File: src/mow_pkg.sv
// Package for the mecanum wheel odometry block: register indexes, job and
// back-state types shared by the top, front, queue and back modules. No dependencies.
`default_nettype none
package mow_pkg;

	localparam int SUM_W = 35;
	localparam int NUM_W = 128;
	localparam int DEN_W = 114;
	localparam int CFG_IDX_W = 3;
	localparam logic [63:0] TICK_NUM_K = 64'd41156608000000000;
	localparam logic [31:0] TICK_NUM_K_LO = TICK_NUM_K[31:0];
	localparam logic [31:0] TICK_NUM_K_HI = TICK_NUM_K[63:32];
	localparam logic [23:0] SPEED_DEN = 24'd15728640; // 240 * 2^16

	typedef enum logic [CFG_IDX_W-1:0] {
		REG_WHEEL_RADIUS  = 3'd0,
		REG_HALF_LENGTH   = 3'd1,
		REG_HALF_WIDTH    = 3'd2,
		REG_TICKS_PER_REV = 3'd3,
		REG_GEAR_RATIO    = 3'd4
	} reg_idx_t;

	// One classified sample: three speed sums, three tick-delta sums, the
	// elapsed time and a zero-interval flag.
	typedef struct packed {
		logic signed [SUM_W-1:0] sp_x;
		logic signed [SUM_W-1:0] sp_y;
		logic signed [SUM_W-1:0] sp_w;
		logic signed [SUM_W-1:0] tk_x;
		logic signed [SUM_W-1:0] tk_y;
		logic signed [SUM_W-1:0] tk_w;
		logic [63:0] dt;
		logic zero;
	} job_t;

	typedef enum logic [2:0] {
		BK_IDLE,
		BK_MUL,
		BK_DIV,
		BK_NEXT,
		BK_OUT
	} bk_state_t;

endpackage
`default_nettype wire

File: src/mow_front.sv
// Front part: takes in samples, forms tick deltas and elapsed time against
// the stored previous sample and builds the wheel sums. Uses mow_pkg.
`default_nettype none
module mow_front #(
	parameter int STAMP_BITS = 48,
	parameter int TICK_BITS = 32
) (
	input  wire logic clk,
	input  wire logic arst_n,
	input  wire logic in_valid,
	output logic in_stall,
	input  wire logic [47:0] stamp_ns,
	input  wire logic signed [31:0] speed_fl,
	input  wire logic signed [31:0] speed_fr,
	input  wire logic signed [31:0] speed_rl,
	input  wire logic signed [31:0] speed_rr,
	input  wire logic signed [31:0] ticks_fl,
	input  wire logic signed [31:0] ticks_fr,
	input  wire logic signed [31:0] ticks_rl,
	input  wire logic signed [31:0] ticks_rr,
	output logic job_valid,
	input  wire logic job_full,
	output mow_pkg::job_t job
);

	logic [STAMP_BITS-1:0] last_stamp_q;
	logic [TICK_BITS-1:0] last_ticks_q [4];
	logic [TICK_BITS-1:0] t_now [4];
	logic signed [TICK_BITS-1:0] d [4];
	logic signed [mow_pkg::SUM_W-1:0] s [4];
	logic signed [mow_pkg::SUM_W-1:0] e [4];
	logic [STAMP_BITS-1:0] stamp, dt;
	logic take;

	assign in_stall = job_full;
	assign take = in_valid && !job_full;
	assign job_valid = take;
	assign stamp = STAMP_BITS'({16'd0, stamp_ns});
	assign dt = stamp - last_stamp_q;

	always_comb begin
		t_now[0] = ticks_fl[TICK_BITS-1:0];
		t_now[1] = ticks_fr[TICK_BITS-1:0];
		t_now[2] = ticks_rl[TICK_BITS-1:0];
		t_now[3] = ticks_rr[TICK_BITS-1:0];
		s[0] = mow_pkg::SUM_W'(speed_fl);
		s[1] = mow_pkg::SUM_W'(speed_fr);
		s[2] = mow_pkg::SUM_W'(speed_rl);
		s[3] = mow_pkg::SUM_W'(speed_rr);
		for (int i = 0; i < 4; i++) begin
			d[i] = t_now[i] - last_ticks_q[i];
			e[i] = mow_pkg::SUM_W'(d[i]);
		end
		job.sp_x = s[0] + s[1] + s[2] + s[3];
		job.sp_y = -s[0] + s[1] + s[2] - s[3];
		job.sp_w = -s[0] + s[1] - s[2] + s[3];
		job.tk_x = e[0] + e[1] + e[2] + e[3];
		job.tk_y = -e[0] + e[1] + e[2] - e[3];
		job.tk_w = -e[0] + e[1] - e[2] + e[3];
		job.dt = 64'(dt);
		job.zero = (dt == '0);
	end

	always_ff @(posedge clk or negedge arst_n) begin
		if (!arst_n) begin
			last_stamp_q <= '0;
			for (int i = 0; i < 4; i++) last_ticks_q[i] <= '0;
		end else if (take) begin
			last_stamp_q <= stamp;
			for (int i = 0; i < 4; i++) last_ticks_q[i] <= t_now[i];
		end
	end

endmodule
`default_nettype wire

File: config.mk
export PLATFORM = sky130hd
export DESIGN_NAME = mow_front
export DESIGN_NICKNAME = d
export VERILOG_FILES = /design/src/mow_pkg.sv /design/src/mow_front.sv
export SDC_FILE = /design/constraint.sdc
export NUM_CORES = 2
export LEC_CHECK = 0
export BUFFER_PORTS_ARGS = -buffer_cell sky130_fd_sc_hd__clkbuf_2
export CAP_MARGIN = 20
export CELL_PAD_IN_SITES_DETAIL_PLACEMENT = 1
export CELL_PAD_IN_SITES_GLOBAL_PLACEMENT = 1
export CORE_ASPECT_RATIO = 1.75
export CORE_MARGIN = 2
export CORE_UTILIZATION = 44
export DETAILED_ROUTE_END_ITERATION = 10
export MAX_ROUTING_LAYER = met4
export PLACE_DENSITY_LB_ADDON = 0.1
export SLEW_MARGIN = 30
export SYNTH_ARGS = -nofsm -noshare
export SYNTH_HDL_FRONTEND = slang
export SYNTH_SLANG_ARGS = --single-unit
export TNS_END_PERCENT = 1
File: constraint.sdc
create_clock -name clk -period 13.71 [get_ports clk]
set_input_delay 2.742 -clock clk [delete_from_list [all_inputs] [get_ports clk]]
set_output_delay 2.742 -clock clk [all_outputs]
set_load 0.1 [all_outputs]
==> qor.csv <==
stage,metric,value,unit
synthesis,ys_types,95,
synthesis,synthArstFlopShare,100,%
timing,clock.fmax,75.6,MHz
timing,fin_ws,0.476,ns
clock_tree,htree_levels,4,
timing,clock-skew-final,0,ns
finish,multi_input_area,27400,um2
run_status,status,"finished, final reports clean",
worst_setup_path,cp-start-kind,input port,
clock_tree,clkLatencyLatePin,0.52,ns
worst_setup_path,cp.arrival,10.49,ns
drt,via_per_inst,5.53,
timing,layout_min_cycle_time,13.23,ns
synthesis,synth_seq_area_share,12.9,%
timing,drv_slew,0,
floorplan,num_rows,135,
worst_setup_path,end_kind,output pin,
clock_tree,cts_buffer_depth,2,
worst_setup_path,path_max_fanout,5,
grt,gr-total-overflow,0,
clock_tree,clkSinkCount,176,
finish,nNetsFinal,5812,
drt,wl,119,mm
synthesis,synth_area,34300,um2
synthesis,syn_inst,4245,
finish,area_growth,14.4,%
worst_setup_path,ff2ff_path_depth,1,
worst_setup_path,critPathSlowestCell,fa_1,
finish,final_util,50.8,%
timing,rsz0062_at_grt,yes,
clock_tree,clk_pin_slew_worst_paths,0.07,ns
worst_setup_path,crit_top_cell,a21o_1,
hold_path,hp-class,reg -> reg,
timing,slew_headroom,37.0,%
worst_setup_path,r2r_setup_slack,12.94,ns
grt,antenna_found_initial,10,
timing,setup-violations-final,0,
finish,seqCellArea,4400,um2
finish,final_common_cell,inv_1,
synthesis,synth_edf_count,0,
floorplan,die_y,373,um
place,post-place-ws,-0.0793,ns
floorplan,coreArea,77200,um2
timing,hold_viol,0,
floorplan,die_area,80200,um2
hold_path,holdCritStartpoint,last_ticks_q[96]$_DFFE_PN0P_,
grt,grt_usage,30.5,%
hold_path,min_delay_path_depth,1,
drt,drcViolationCount,0,
finish,fin_cells,5843,
finish,drive_gt1_share,14.8,%
floorplan,top_level_ports,585,
flow_run,cap_violations,0,
grt,grt_max_degree,84,
worst_setup_path,critPathMaxStageDelay,0.54,ns
hold_path,hold_end,last_ticks_q[96]$_DFFE_PN0P_,
synthesis,synth_ff_type,dfrtp_1,
grt,grt_pass1_vias,34400,
worst_setup_path,r2r-start,last_stamp_q[0]$_DFFE_PN0P_,
synthesis,synth-seq-cells,176,
place,placed_cells,5799,
drt,dr.first_iter.drc_count,1189,
clock_tree,cts.root.buffer_cell,clkbuf_16,
place,dp_hpwl,105,mm
finish,final_cell_mix,"inv_1 (608), clkbuf_2 (555), ha_1 (437), o21ai_0 (364), nand2_1 (358)",
place,gp_congestion,0.946,
floorplan,fp.dieW,215,um
worst_setup_path,path_class,in -> out,
floorplan,start_util,44.4,%
drt,vias,32300,
finish,fill_cells,9821,
clock_tree,cts_buffers,17,
timing,worstMarginPinSlew,0.939,ns
drt,wl_per_cell,20.4,um
timing,fin_crit_sh,96.5,%
drt,ant_nets,0,
worst_setup_path,crit_required,10.97,ns
worst_setup_path,worst_r2r_endpoint,last_stamp_q[0]$_DFFE_PN0P_,
clock_tree,cts_tree,yes,
drt,drtPass1Iterations,5,
synthesis,yosys_warnings,0,
synthesis,syn_avg_cell_area,8.07,um2
place,portBuffers,568,
grt,grt_first_pass_wirelength,185,mm
timing,holdWs,0.521,ns
[Yosys cell counts, types with 8 or more instances]
cell type	number	area (um2)
buf_4	17	128
a211o_1	11	96.3
xnor2_1	255	2230
nor2b_1	76	475
a21o_1	176	1320
mux2i_1	9	90.1
o21a_1	42	315
xor2_1	111	972
nand3_1	71	355
inv_1	608	2280
o31a_1	8	70.1
nor2_1	238	893
a21boi_0	34	255
dfrtp_1	176	4400
a41oi_1	9	78.8
o2111ai_1	13	114
o211ai_1	25	188
nor4_1	9	56.3
clkbuf_1	52	195
nand4_1	29	181
fa_1	273	5470
nand2_1	358	1340
a21oi_1	307	1540
or2_2	13	81.3
o21bai_1	58	435
o31ai_1	11	82.6
nand3b_1	10	75.1
a221oi_1	13	114
or4_1	9	67.6
nor3_1	63	315
or3_1	24	150
a211oi_1	29	218
nand2b_1	47	294
a311oi_1	9	78.8
ha_1	437	5470
mux2_2	11	124
buf_1	10	37.5
and2_1	12	75.1
a31oi_1	37	231
and3_1	37	231
o21ai_0	366	1830
[logic make-up after synthesis]
family                     Yosys count  share of synthesized area (%)
muxes                               20                          0.625
and+or+nand+nor                   1030                           14.3
buffers and inverters              692                           7.82
xor gates and xnor gates           367                           9.41
other                                1                         0.0109
AOI/OAI and AO/OA                 1244                           22.9
adders and majority gates          715                           32.1
DFF                                176                           12.9
[flip-flops by register name (all words and copies together) (netlist names)]
name and cells:
last_stamp_q 48, last_ticks_q 128
[critical path: cells and delay by family]
family	cells	cell delay [ns]
AO/OA/AOI/OAI	22	4.48
XOR/XNOR	4	0.73
adder cells (fa/ha/maj)	5	1.80
buffers and inverters	4	0.40
AND/OR/NAND/NOR	1	0.31
[layer usage]
metal	up-vias	GRT usage, %	share of wire (%)
li1	15600	-	-
met1	15900	29.5	35
met2	653	56.3	53
met3	223	5.66	4.7
met4	0	17.4	6.7
met5	-	-	0
[metrics by stage]
stage          setup TNS [ns]  area (um2)
6_report                    0       39200
5_1_grt               -0.0421       39200
4_1_cts                     0       39000
3_5_place_dp           -0.103       38400
3_3_place_gp                0       38400
2_1_floorplan               0       34300
[worst max path at each step]
stage | depth (start not counted) | start | slack, ns | to
after detailed placement | 34 | ticks_fr[0] | -0.08 | job[134]
after global placement | 34 | ticks_fr[0] | 0.10 | job[134]
after floorplan | 34 | ticks_fl[0] | 0.14 | job[134]
after global routing | 39 | ticks_fl[0] | -0.02 | job[99]
final | 36 | ticks_fl[0] | 0.48 | job[134]
after CTS | 38 | ticks_fl[0] | 0.002 | job[99]
[area by class of cell]
cell class	count	area share, %
multi-input cells	3392	69.9
flip-flops and latches	176	11.2
repair buffers	599	8.12
inverters	608	5.82
well taps	1027	3.28
clock buffers	17	1.09
clock inverters	14	0.444
diodes	10	0.0639
[what timing repair did]
item,4_1_cts,5_1_grt
setup endpoints to repair,2,17
setup buffers,0,3
hold buffers,0,0
pin swaps,0,4
resized for setup,2,35
Power is left out: the tool's default activity adds up to more than one toggle a clock period on the data nets, which glitch-free logic cannot reach.
