===== config.mk =====
export PLATFORM = sky130hd
export DESIGN_NAME = mow_queue
export DESIGN_NICKNAME = d
export VERILOG_FILES = /design/src/mow_pkg.sv /design/src/mow_queue.sv
export SDC_FILE = /design/constraint.sdc
export NUM_CORES = 1
export LEC_CHECK = 0
export ABC_AREA = 1
export BUFFER_PORTS_ARGS = -buffer_cell sky130_fd_sc_hd__buf_2
export CORE_AREA = 5 5 227 207
export CTS_CLUSTER_SIZE = 28
export DETAILED_ROUTE_END_ITERATION = 7
export DIE_AREA = 0 0 232 212
export GPL_TIMING_DRIVEN = 0
export PLACE_DENSITY = 0.86
export SLEW_MARGIN = 10
export SYNTH_ARGS = -nofsm -noshare
export SYNTH_HDL_FRONTEND = slang
export SYNTH_SLANG_ARGS = --single-unit

===== constraint.sdc =====
create_clock -name clk -period 14 [get_ports clk]
set_clock_uncertainty 0.2 [all_clocks]
set_input_delay 2.8 -clock clk [delete_from_list [all_inputs] [get_ports clk]]
set_output_delay 2.8 -clock clk [all_outputs]
set_load 0.02 [all_outputs]

===== src/mow_pkg.sv =====
// Package for the mecanum wheel odometry block: register indexes, job and
// back-state types shared by the top, front, queue and back modules. No dependencies.
`default_nettype none
package mow_pkg;

	localparam int SUM_W = 35;
	localparam int NUM_W = 128;
	localparam int DEN_W = 114;
	localparam int CFG_IDX_W = 3;
	localparam logic [63:0] TICK_NUM_K = 64'd41156608000000000;
	localparam logic [31:0] TICK_NUM_K_LO = TICK_NUM_K[31:0];
	localparam logic [31:0] TICK_NUM_K_HI = TICK_NUM_K[63:32];
	localparam logic [23:0] SPEED_DEN = 24'd15728640; // 240 * 2^16

	typedef enum logic [CFG_IDX_W-1:0] {
		REG_WHEEL_RADIUS  = 3'd0,
		REG_HALF_LENGTH   = 3'd1,
		REG_HALF_WIDTH    = 3'd2,
		REG_TICKS_PER_REV = 3'd3,
		REG_GEAR_RATIO    = 3'd4
	} reg_idx_t;

	// One classified sample: three speed sums, three tick-delta sums, the
	// elapsed time and a zero-interval flag.
	typedef struct packed {
		logic signed [SUM_W-1:0] sp_x;
		logic signed [SUM_W-1:0] sp_y;
		logic signed [SUM_W-1:0] sp_w;
		logic signed [SUM_W-1:0] tk_x;
		logic signed [SUM_W-1:0] tk_y;
		logic signed [SUM_W-1:0] tk_w;
		logic [63:0] dt;
		logic zero;
	} job_t;

	typedef enum logic [2:0] {
		BK_IDLE,
		BK_MUL,
		BK_DIV,
		BK_NEXT,
		BK_OUT
	} bk_state_t;

endpackage
`default_nettype wire


===== src/mow_queue.sv =====
// Two-entry queue of classified samples between front and back parts.
// Uses mow_pkg for the job type.
`default_nettype none
module mow_queue (
	input  wire logic clk,
	input  wire logic arst_n,
	input  wire logic wr_en,
	input  wire mow_pkg::job_t wr_data,
	output logic full,
	output logic rd_valid,
	input  wire logic rd_en,
	output mow_pkg::job_t rd_data
);

	mow_pkg::job_t mem_q [2];
	logic wp_q, rp_q;
	logic [1:0] cnt_q;

	assign full = (cnt_q == 2'd2);
	assign rd_valid = (cnt_q != 2'd0);
	assign rd_data = mem_q[rp_q];

	always_ff @(posedge clk) begin
		if (wr_en) mem_q[wp_q] <= wr_data;
	end

	always_ff @(posedge clk or negedge arst_n) begin
		if (!arst_n) begin
			wp_q <= 1'b0;
			rp_q <= 1'b0;
			cnt_q <= 2'd0;
		end else begin
			if (wr_en) wp_q <= ~wp_q;
			if (rd_en) rp_q <= ~rp_q;
			cnt_q <= cnt_q + 2'(wr_en) - 2'(rd_en);
		end
	end

endmodule
`default_nettype wire


==> metrics.txt, run 1 <==
post-route antenna net violation count 0; Hold Buf Count CTS 0; Worst Path Class, Setup flip-flop to output port; min Tclk post-route 5340 ps; H-Tree Depth 2; Iter 0 DRT Violations 862; # fillers 3262; Pre-antenna DRT Iters 5; Worst-Skew Late Latency 570 ps; Setup TNS 0 ps; Worst-Margin Slew 742 ps; Logic pwr share 36.3%; WP data required 11000 ps; Seq/Total Area, Yosys 80.9%; initial antenna violation count 15; Area growth syn-to-layout 27.0%; Max IR drop VDD 0.000167 V; die extent in y 212 um; Mapped Nets 1742; CTS Buffer Depth 3; MaxCap Viol Count 0; Rel. slew slack 50.5%; port bufs 555; first-pass GRT wire length 77.9 mm; Post-CTS Setup Inserts 0; Cell Area, Synth 20500 um2; share of cells above drive strength 1 32.4%; busiest grt layer met2; NetSw 2.17 mW; grt met3 use 7.56%; clock-pin slew on the worst setup and hold paths 60 ps; Avg Cell Area, Syn 14.1 um2; number of synthesized register bits 554; Worst Setup Start Kind flip-flop; Syn. warnings 0; Pwr Density 219 nW/um2; largest net degree at the start of global routing 118; I/O Pins 556; post-cts resize count 0; Seq pwr share 39.8%; Total Routing Usage GR 20.7%; CP Data Arrival Time 2340 ps; fin. max-slew vios 0; Synth cell types 14; hold crit path type flip-flop to flip-flop; vias 13557; Worst R2R Setup Slack 11220 ps; Die Wd 232 um; vias per std cell 4.94; die area 49200 um2; Lkg Pwr 11.1 nW; Min Hold Slack 359 ps; total power draw 5.71 mW; final hold violation count 0; Fmax 0.187 GHz; clock power share 23.9%; Residual DRC 0; total grt overflow 0; Pint 3.55 mW; most frequent cells in the layout buf_2 (575), edfxtp_1 (550), nand2_1 (282); placed instance count 2637; number of global-route vias before repair 13763; dpl hpwl 38.3 mm; Setup-failing EPs final 0; CTS sink count 554; unrepaired setup endpoints after global routing no; WL final 53.8 mm; commonest non-fill, non-tap cell in the layout buf_2; initial core utilization 46.0%; # nets final 2365; outcome finished clean; Switching Share 37.9%; Final Cycle Share 38.2%; Mapped Cells 1461; CTS tree done; global routing usage on met2 37.6%; core area 44600 um2; drt wl/cell 19.6 um; Post-Layout Cell Count 2743; CTS Buf Count 53; crit-path max FO 10; CTS root buf clkbuf_16; num rows 74; GPL Wtd Cong 0.828; Worst Setup End Kind output port; GR Util met1 22.5%
worst paths after layout:
path / start / endpoint / cells past startpoint
worst max-delay path: rp_q / rd_data[144] / 4
worst min-delay path: wp_q / wp_q / 1
worst max register to register: wp_q / mem_q[0][29] / 7
worst min register to register: wp_q / wp_q / 1
max in group asynchronous: arst_n / wp_q / 1
min in group asynchronous: arst_n / cnt_q[1] / 1
registers in the layout (all words and copies together), names as in the netlist:
register	count
cnt_q	2
wp_q	1
rp_q	1
mem_q	550
cell usage after synthesis:
master    count  share of area [%]
edfxtp_1    550                 80
inv_1       282                5.2
nand2_1     282                5.2
o21ai_0     262                6.4
buf_2        20               0.49
buf_4        20               0.73
clkbuf_1     16               0.29
o21ai_1      13               0.32
buf_6         5               0.27
dfrtp_1       4               0.49
ha_1          2               0.12
nor2_1        2              0.037
xor2_1        2              0.085
nand3_1       1              0.024
through the flow:
stage                     instance area (um2)  util [%]  setup WS [ps]
final                                   26100      58.4           8660
after global routing                    26100      58.4           8620
after CTS                               26000      58.4           8640
after detailed placement                24400      54.7           8660
after global placement                  24100      53.9           -105
after floorplan                         20500         -           3360
power by group through the flow:
stage | Clock (mW) | Sequential [mW] | Combinational [mW]
finish | 1.36 | 2.27 | 2.08
global route | 1.46 | 2.29 | 2.23
CTS | 1.38 | 2.27 | 2.09
detailed placement | 0 | 2.31 | 2.07
global placement | 0 | 2.43 | 1.96
floorplan | 0 | 2.38 | 1.19
layout make-up:
type	instances	area, um2	share of cell area, %
Antenna cell	8	20.0	0.0768
Buffer	61	367	1.41
Clock buffer	66	1420	5.44
Clock inverter	32	233	0.893
Inverter	282	1070	4.09
Multi-Input combinational cell	564	2500	9.58
Sequential cell	554	16600	63.7
Tap cell	608	761	2.92
Timing Repair Buffer	568	3090	11.9
layer usage:
layer	vias up	routed length (um)
met2	679	28200
li1	6215	-
met1	6521	17900
met4	16	1650
met3	126	5980
met5	-	98
cell families after synthesis:
| group | synth area share [%] |
|---|---|
| adders and majority gates | 0.122 |
| buffers and inverters | 6.94 |
| DFF | 80.9 |
| AOI/OAI and AO/OA | 6.70 |
| xor gates and xnor gates | 0.0853 |
| and+or+nand+nor | 5.22 |
worst max-delay path: stages (launching register included):
cell and delay, ps:
dfrtp_1 400, buf_2 240, clkbuf_1 260, o21ai_0 580, buf_2 280
Power figures use the tool's default switching activity.
==> inputs of run 2 (changes only) <==
--- a/config.mk
+++ b/config.mk
@@ -5,12 +5,12 @@
 export SDC_FILE = /design/constraint.sdc
 export NUM_CORES = 1
 export LEC_CHECK = 0
-export ABC_AREA = 1
+export ABC_AREA = 0
 export BUFFER_PORTS_ARGS = -buffer_cell sky130_fd_sc_hd__buf_2
-export CORE_AREA = 5 5 227 207
+export CORE_AREA = 5 5 212 214
 export CTS_CLUSTER_SIZE = 28
 export DETAILED_ROUTE_END_ITERATION = 7
-export DIE_AREA = 0 0 232 212
+export DIE_AREA = 0 0 217 219
 export GPL_TIMING_DRIVEN = 0
 export PLACE_DENSITY = 0.86
 export SLEW_MARGIN = 10
==> constraint.sdc (replaced) <==
create_clock -name clk -period 5.3 [get_ports clk]
set_clock_uncertainty 0.2 [all_clocks]
set_input_delay 1.06 -clock clk [delete_from_list [all_inputs] [get_ports clk]]
set_output_delay 1.06 -clock clk [all_outputs]
set_load 0.02 [all_outputs]
==> metrics.txt, run 2 <==
H-Tree Depth 2 (unchanged); hold crit path type primary input to async pin; CP Data Arrival Time 2130 ps (-210 ps); Cell Area, Synth 21000 um2 (+2.5%); port bufs 555 (unchanged); core area 42700 um2 (-4.3%); # fillers 2811 (-14%); CTS sink count 554 (unchanged); Hold Buf Count CTS 0 (unchanged); clock-pin slew on the worst setup and hold paths 60 ps (about the same); Post-CTS Setup Inserts 0 (unchanged); first-pass GRT wire length 70.6 mm (-9.4%); Most flops, register mem_q; Max IR drop VDD 0.000522 V (+210%); total power draw 15.5 mW (+170%); Rel. slew slack 62.6% (+12 points); number of flops mapped to enable cells by yosys 550 (unchanged); # nets final 1780 (-25%); Top cell by count, worst path buf_6; Setup-failing EPs final 0 (unchanged); total grt overflow 0 (unchanged); num rows 76 (+2.7%); Area growth syn-to-layout 26.8%; Mapped Cells 871 (-40%); max reg flops 550 (unchanged); Final Cycle Share 64.1%; placed instance count 1988 (-25%); Syn. warnings 0 (unchanged); MaxCap Viol Count 0 (unchanged); Placement Setup Slack 1770 ps (-6890 ps); final hold violation count 0 (unchanged); CTS root buf clkbuf_16; Die Wd 217 um (-6.5%); die extent in y 219 um (+3.3%); Post-synth ARST share 0.722% (unchanged); Worst R2R Setup Slack 2530 ps (-8690 ps); Pwr Density 580 nW/um2 (+160%); most frequent cells in the layout buf_2 (558), edfxtp_1 (550), mux2_4 (240); Residual DRC 0 (unchanged); Worst-Skew Late Latency 580 ps (about the same); Seq/Total Area, Yosys 79.0% (-2.0 points); GPL Wtd Cong 0.799 (-3.6%); vias 10734 (-21%); Pre-antenna DRT Iters 4 (-1); top cells by count, synth edfxtp_1 (550), mux2_4 (240), mux2_2 (35); fin. max-slew vios 0 (unchanged); CTS tree done; WL final 48.8 mm (-9.3%); share of cells above drive strength 1 61.8% (+29 points); CP max stage delay 350 ps (-230 ps); biggest regs mem_q (550), cnt_q (2); post-cts resize count 0 (unchanged); final worst slack 1910 ps (-6750 ps); Worst Setup Start Kind flip-flop; crit-path max FO 10 (unchanged); Worst Setup End Kind output port; Min Hold Slack 67.2 ps (-292 ps); min Tclk post-route 3390 ps; Lkg Pwr 10.8 nW (-3.4%); outcome finished clean; critical path's slowest cell mux2_4; CTS Buffer Depth 3 (unchanged); Total Routing Usage GR 19.7% (-1.0 points); initial antenna violation count 16 (+1); Yosys top cell area share 78.5% (-2.0 points); I/O Pins 556 (unchanged); number of global-route vias before repair 11694 (-15%); largest net degree at the start of global routing 58 (-51%); delay-heaviest family, CP buffers and inverters; Post-Layout Cell Count 2098 (-24%); dominant cell by count in the synthesized netlist edfxtp_1; Synth cell types 13 (-1); Synth area leaders edfxtp_1 (78%), mux2_4 (17%), mux2_2 (1.9%); WP data required 4040 ps (-6960 ps); crit-path cells buf_6 -> buf_6 -> buf_6 -> mux2_4 -> buf_2; cell taking the most area after synthesis edfxtp_1; post-route antenna net violation count 0 (unchanged); die area 47500 um2 (-3.4%); top_reg_cell synth edfxtp_1; drt wl/cell 23.3 um (+19%); Worst Path Buf+Inv 4 (+1); Fmax 0.295 GHz; Avg Cell Area, Syn 24.2 um2 (+72%); vias per std cell 5.12 (+3.5%); CTS Buf Count 55 (+3.8%); commonest non-fill, non-tap cell in the layout buf_2; initial core utilization 49.3% (+3.3 points); Worst Path Class, Setup flip-flop to output port; Iter 0 DRT Violations 640 (-26%); Mapped Nets 1152 (-34%); dpl hpwl 34.8 mm (-9.2%); unrepaired setup endpoints after global routing no; Layout Utilization 62.5% (+4.1 points); Worst-Margin Slew 559 ps (-183 ps); number of synthesized register bits 554 (unchanged)
## run 2: area by class of cell
class	instances	area [um2]	area share, %
clock buffers	81	1560	5.83
flip-flops and latches	554	16600	62.3
repair buffers	571	3150	11.8
inverters	2	7.51	0.0281
plain buffers	31	330	1.24
clock inverters	17	209	0.783
diodes	12	30.0	0.113
multi-input cells	284	4100	15.4
well taps	546	683	2.56
## run 2: metrics by stage
step | setup TNS (ps) | cell area (um2)
finish | 0 | 26700
global route | 0 | 26700
CTS | 0 | 26700
detailed placement | 0 | 24900
global placement | -1120560 | 24500
floorplan | -139460 | 21100
## run 2: worst paths after layout
check / start / end / cells after the start
worst max-delay path: rp_q / rd_data[124] / 5
worst min-delay path: arst_n / cnt_q[0] / 1
worst min register to register: wp_q / wp_q / 1
worst max register to register: wp_q / mem_q[1][89] / 5
max in group asynchronous: arst_n / wp_q / 1
min in group clk: wp_q / wp_q / 1
## run 2: where the power goes
group | internal, mW | switching (mW)
logic | 2.47 | 3.19
registers | 5.80 | 0.211
clock network | 2.26 | 1.54
total | 10.5 | 4.94
## run 2: logic make-up after synthesis
family / synth area share, %
and+or+nand+nor: 0.119
muxes: 19.0
DFF: 79.0
adders and majority gates: 0.119
xor gates and xnor gates: 0.196
buffers and inverters: 1.61
## run 2: routing by layer
layer / GRT usage [%] / wire (um) / vias to the layer above
met3: 6.06 / 3900 / 121
met1: 21.5 / 16900 / 5389
met4: 8.97 / 1910 / 8
li1: - / - / 4764
met2: 35.4 / 26000 / 452
met5: 0 / 47 / -
==> inputs of run 3 (changes only) <==
==> constraint.sdc (replaced) <==
create_clock -name clk -period 3.2 [get_ports clk]
set_clock_uncertainty 0.2 [all_clocks]
set_input_delay 0.64 -clock clk [delete_from_list [all_inputs] [get_ports clk]]
set_output_delay 0.64 -clock clk [all_outputs]
set_load 0.02 [all_outputs]
==> metrics.txt, run 3 (synthesized netlist as in run 2, its figures left out) <==
Placement Setup Slack 91.1 ps (-1680 ps); die extent in y 219 um (unchanged); # nets final 1823 (+2.4%); CTS Buf Count 55 (unchanged); max reg flops 550 (unchanged); Fmax 0.333 GHz; Rel. slew slack 60.9% (-1.8 points); clock power share 24.6% (about the same); final hold violation count 0 (unchanged); # fillers 2742 (-2.5%); crit-path max FO 10 (unchanged); post-route antenna net violation count 0 (unchanged); Final Cycle Share 93.8%; total grt overflow 0 (unchanged); critical path's slowest cell mux2_4; post-route cell area 27100 um2 (+1.6%); initial core utilization 49.3% (unchanged); Seq pwr share 38.7% (-0.2 points); crit-path cells buf_6 -> buf_6 -> buf_6 -> mux2_4 -> buf_2; CTS root buf clkbuf_16; Worst Path Class, Setup flip-flop to output port; NetSw 8.27 mW (+67%); Post-CTS Setup Inserts 0 (unchanged); Worst Setup Start Kind flip-flop; Setup-failing EPs final 0 (unchanged); core area 42700 um2 (unchanged); number of global-route vias before repair 11989 (+2.5%); Switching Share 32.1% (+0.17 points); die area 47500 um2 (unchanged); Setup TNS 0 ps (unchanged); final worst slack 198 ps (-1710 ps); min Tclk post-route 3000 ps; vias 10909 (+1.6%); first-pass GRT wire length 73.0 mm (+3.4%); post-cts resize count 0 (unchanged); Post-Layout Cell Count 2138 (+1.9%); clock-pin slew on the worst setup and hold paths 60 ps (about the same); FF+latch area 16600 um2 (unchanged); Pint 17.5 mW (+66%); CP max stage delay 360 ps (about the same); Logic pwr share 36.7% (about the same); CTS sink count 554 (unchanged); Total Routing Usage GR 20.5% (+0.77 points); CTS tree done; largest net degree at the start of global routing 58 (unchanged); WL final 50.4 mm (+3.3%); commonest non-fill, non-tap cell in the layout buf_2; placed instance count 1988 (unchanged); outcome finished clean; Most flops, register mem_q; MaxCap Viol Count 0 (unchanged); Pre-antenna DRT Iters 5 (+1); Area growth syn-to-layout 28.8%; num rows 76 (unchanged); Die Wd 217 um (unchanged); drt wl/cell 23.6 um (+1.4%); CP Data Arrival Time 2160 ps (+30 ps); Iter 0 DRT Violations 621 (-3.0%); port bufs 555 (unchanged); unrepaired setup endpoints after global routing no; total power draw 25.8 mW (+66%); Top cell by count, worst path buf_6; Worst-Margin Slew 586 ps (+26.4 ps); initial antenna violation count 13 (-3); hold crit path type primary input to flip-flop; I/O Pins 556 (unchanged); Min Hold Slack 36.6 ps (-30.6 ps); Placed Area 24900 um2 (unchanged); Pwr Density 950 nW/um2 (+64%); biggest regs mem_q (550), cnt_q (2); Layout Utilization 63.5% (+0.99 points); most frequent cells in the layout buf_2 (558), edfxtp_1 (550), mux2_4 (240); WP data required 2360 ps (-1680 ps); footprint of the multi-input gates 4100 um2 (unchanged); Worst-Skew Late Latency 590 ps (about the same); GPL Wtd Cong 0.799 (unchanged); share of cells above drive strength 1 60.1% (-1.7 points); vias per std cell 5.10 (-0.27%); Residual DRC 0 (unchanged); Lkg Pwr 10.9 nW (+1.7%); H-Tree Depth 2 (unchanged); fin. max-slew vios 0 (unchanged); Max IR drop VDD 0.000813 V (+56%); CTS Buffer Depth 3 (unchanged); dpl hpwl 34.8 mm (unchanged); Worst Setup End Kind output port
-- run 3: cell count changes in the layout (fill, tap and decap cells not counted), sizes merged --
cell         delta
diode           -3
dlygate4sd3    +43
-- run 3: per-layer routing --
layer	track usage [%]	up-vias	wire, um
met5	0	-	46
met4	9.21	8	2140
met3	5.93	134	3960
met2	37.3	504	27000
met1	22.1	5422	17300
li1	-	4841	-
-- run 3: repair_timing --
| action | in CTS | in global routing |
|---|---|---|
| hold endpoints to repair | 77 | 0 |
| endpoints found under the setup margin | 0 | 0 |
| hold buffers | 43 | 0 |
-- run 3: worst paths after layout --
check                               end  cells past startpoint       start  slack (ps)
min in group asynchronous      cnt_q[0]                      2      arst_n         190
min reg2reg                        wp_q                      1        wp_q         390
max reg2reg                mem_q[1][61]                      5        wp_q         420
max in group asynchronous          wp_q                      2      arst_n        2480
min                         mem_q[1][2]                      1  wr_data[2]          40
max                        rd_data[124]                      5        rp_q         200
-- run 3: cell type report --
| cell class | count | share of cell area (%) |
|---|---|---|
| Timing Repair Buffer | 614 | 13.2 |
| Sequential cell | 554 | 61.3 |
| Clock inverter | 17 | 0.771 |
| Buffer | 31 | 1.22 |
| Antenna cell | 9 | 0.0831 |
| Multi-Input combinational cell | 284 | 15.1 |
| Tap cell | 546 | 2.52 |
| Clock buffer | 81 | 5.74 |
| Inverter | 2 | 0.0277 |
-- run 3: power groups by stage --
stage,Combinational (mW),Clock (mW),Sequential (mW)
2_1_floorplan,6.42,0,10.2
6_report,9.45,6.33,9.97
3_3_place_gp,8.96,0,10.3
4_1_cts,9.55,6.45,9.97
3_5_place_dp,9.43,0,10.1
5_1_grt,9.86,6.81,10.1
-- run 3: worst max-delay path, delay by kind of cell (launching register included) --
| family | cells | cell delay (ps) |
|---|---|---|
| buffers and inverters | 4 | 840 |
| muxes | 1 | 360 |
| DFF | 1 | 340 |
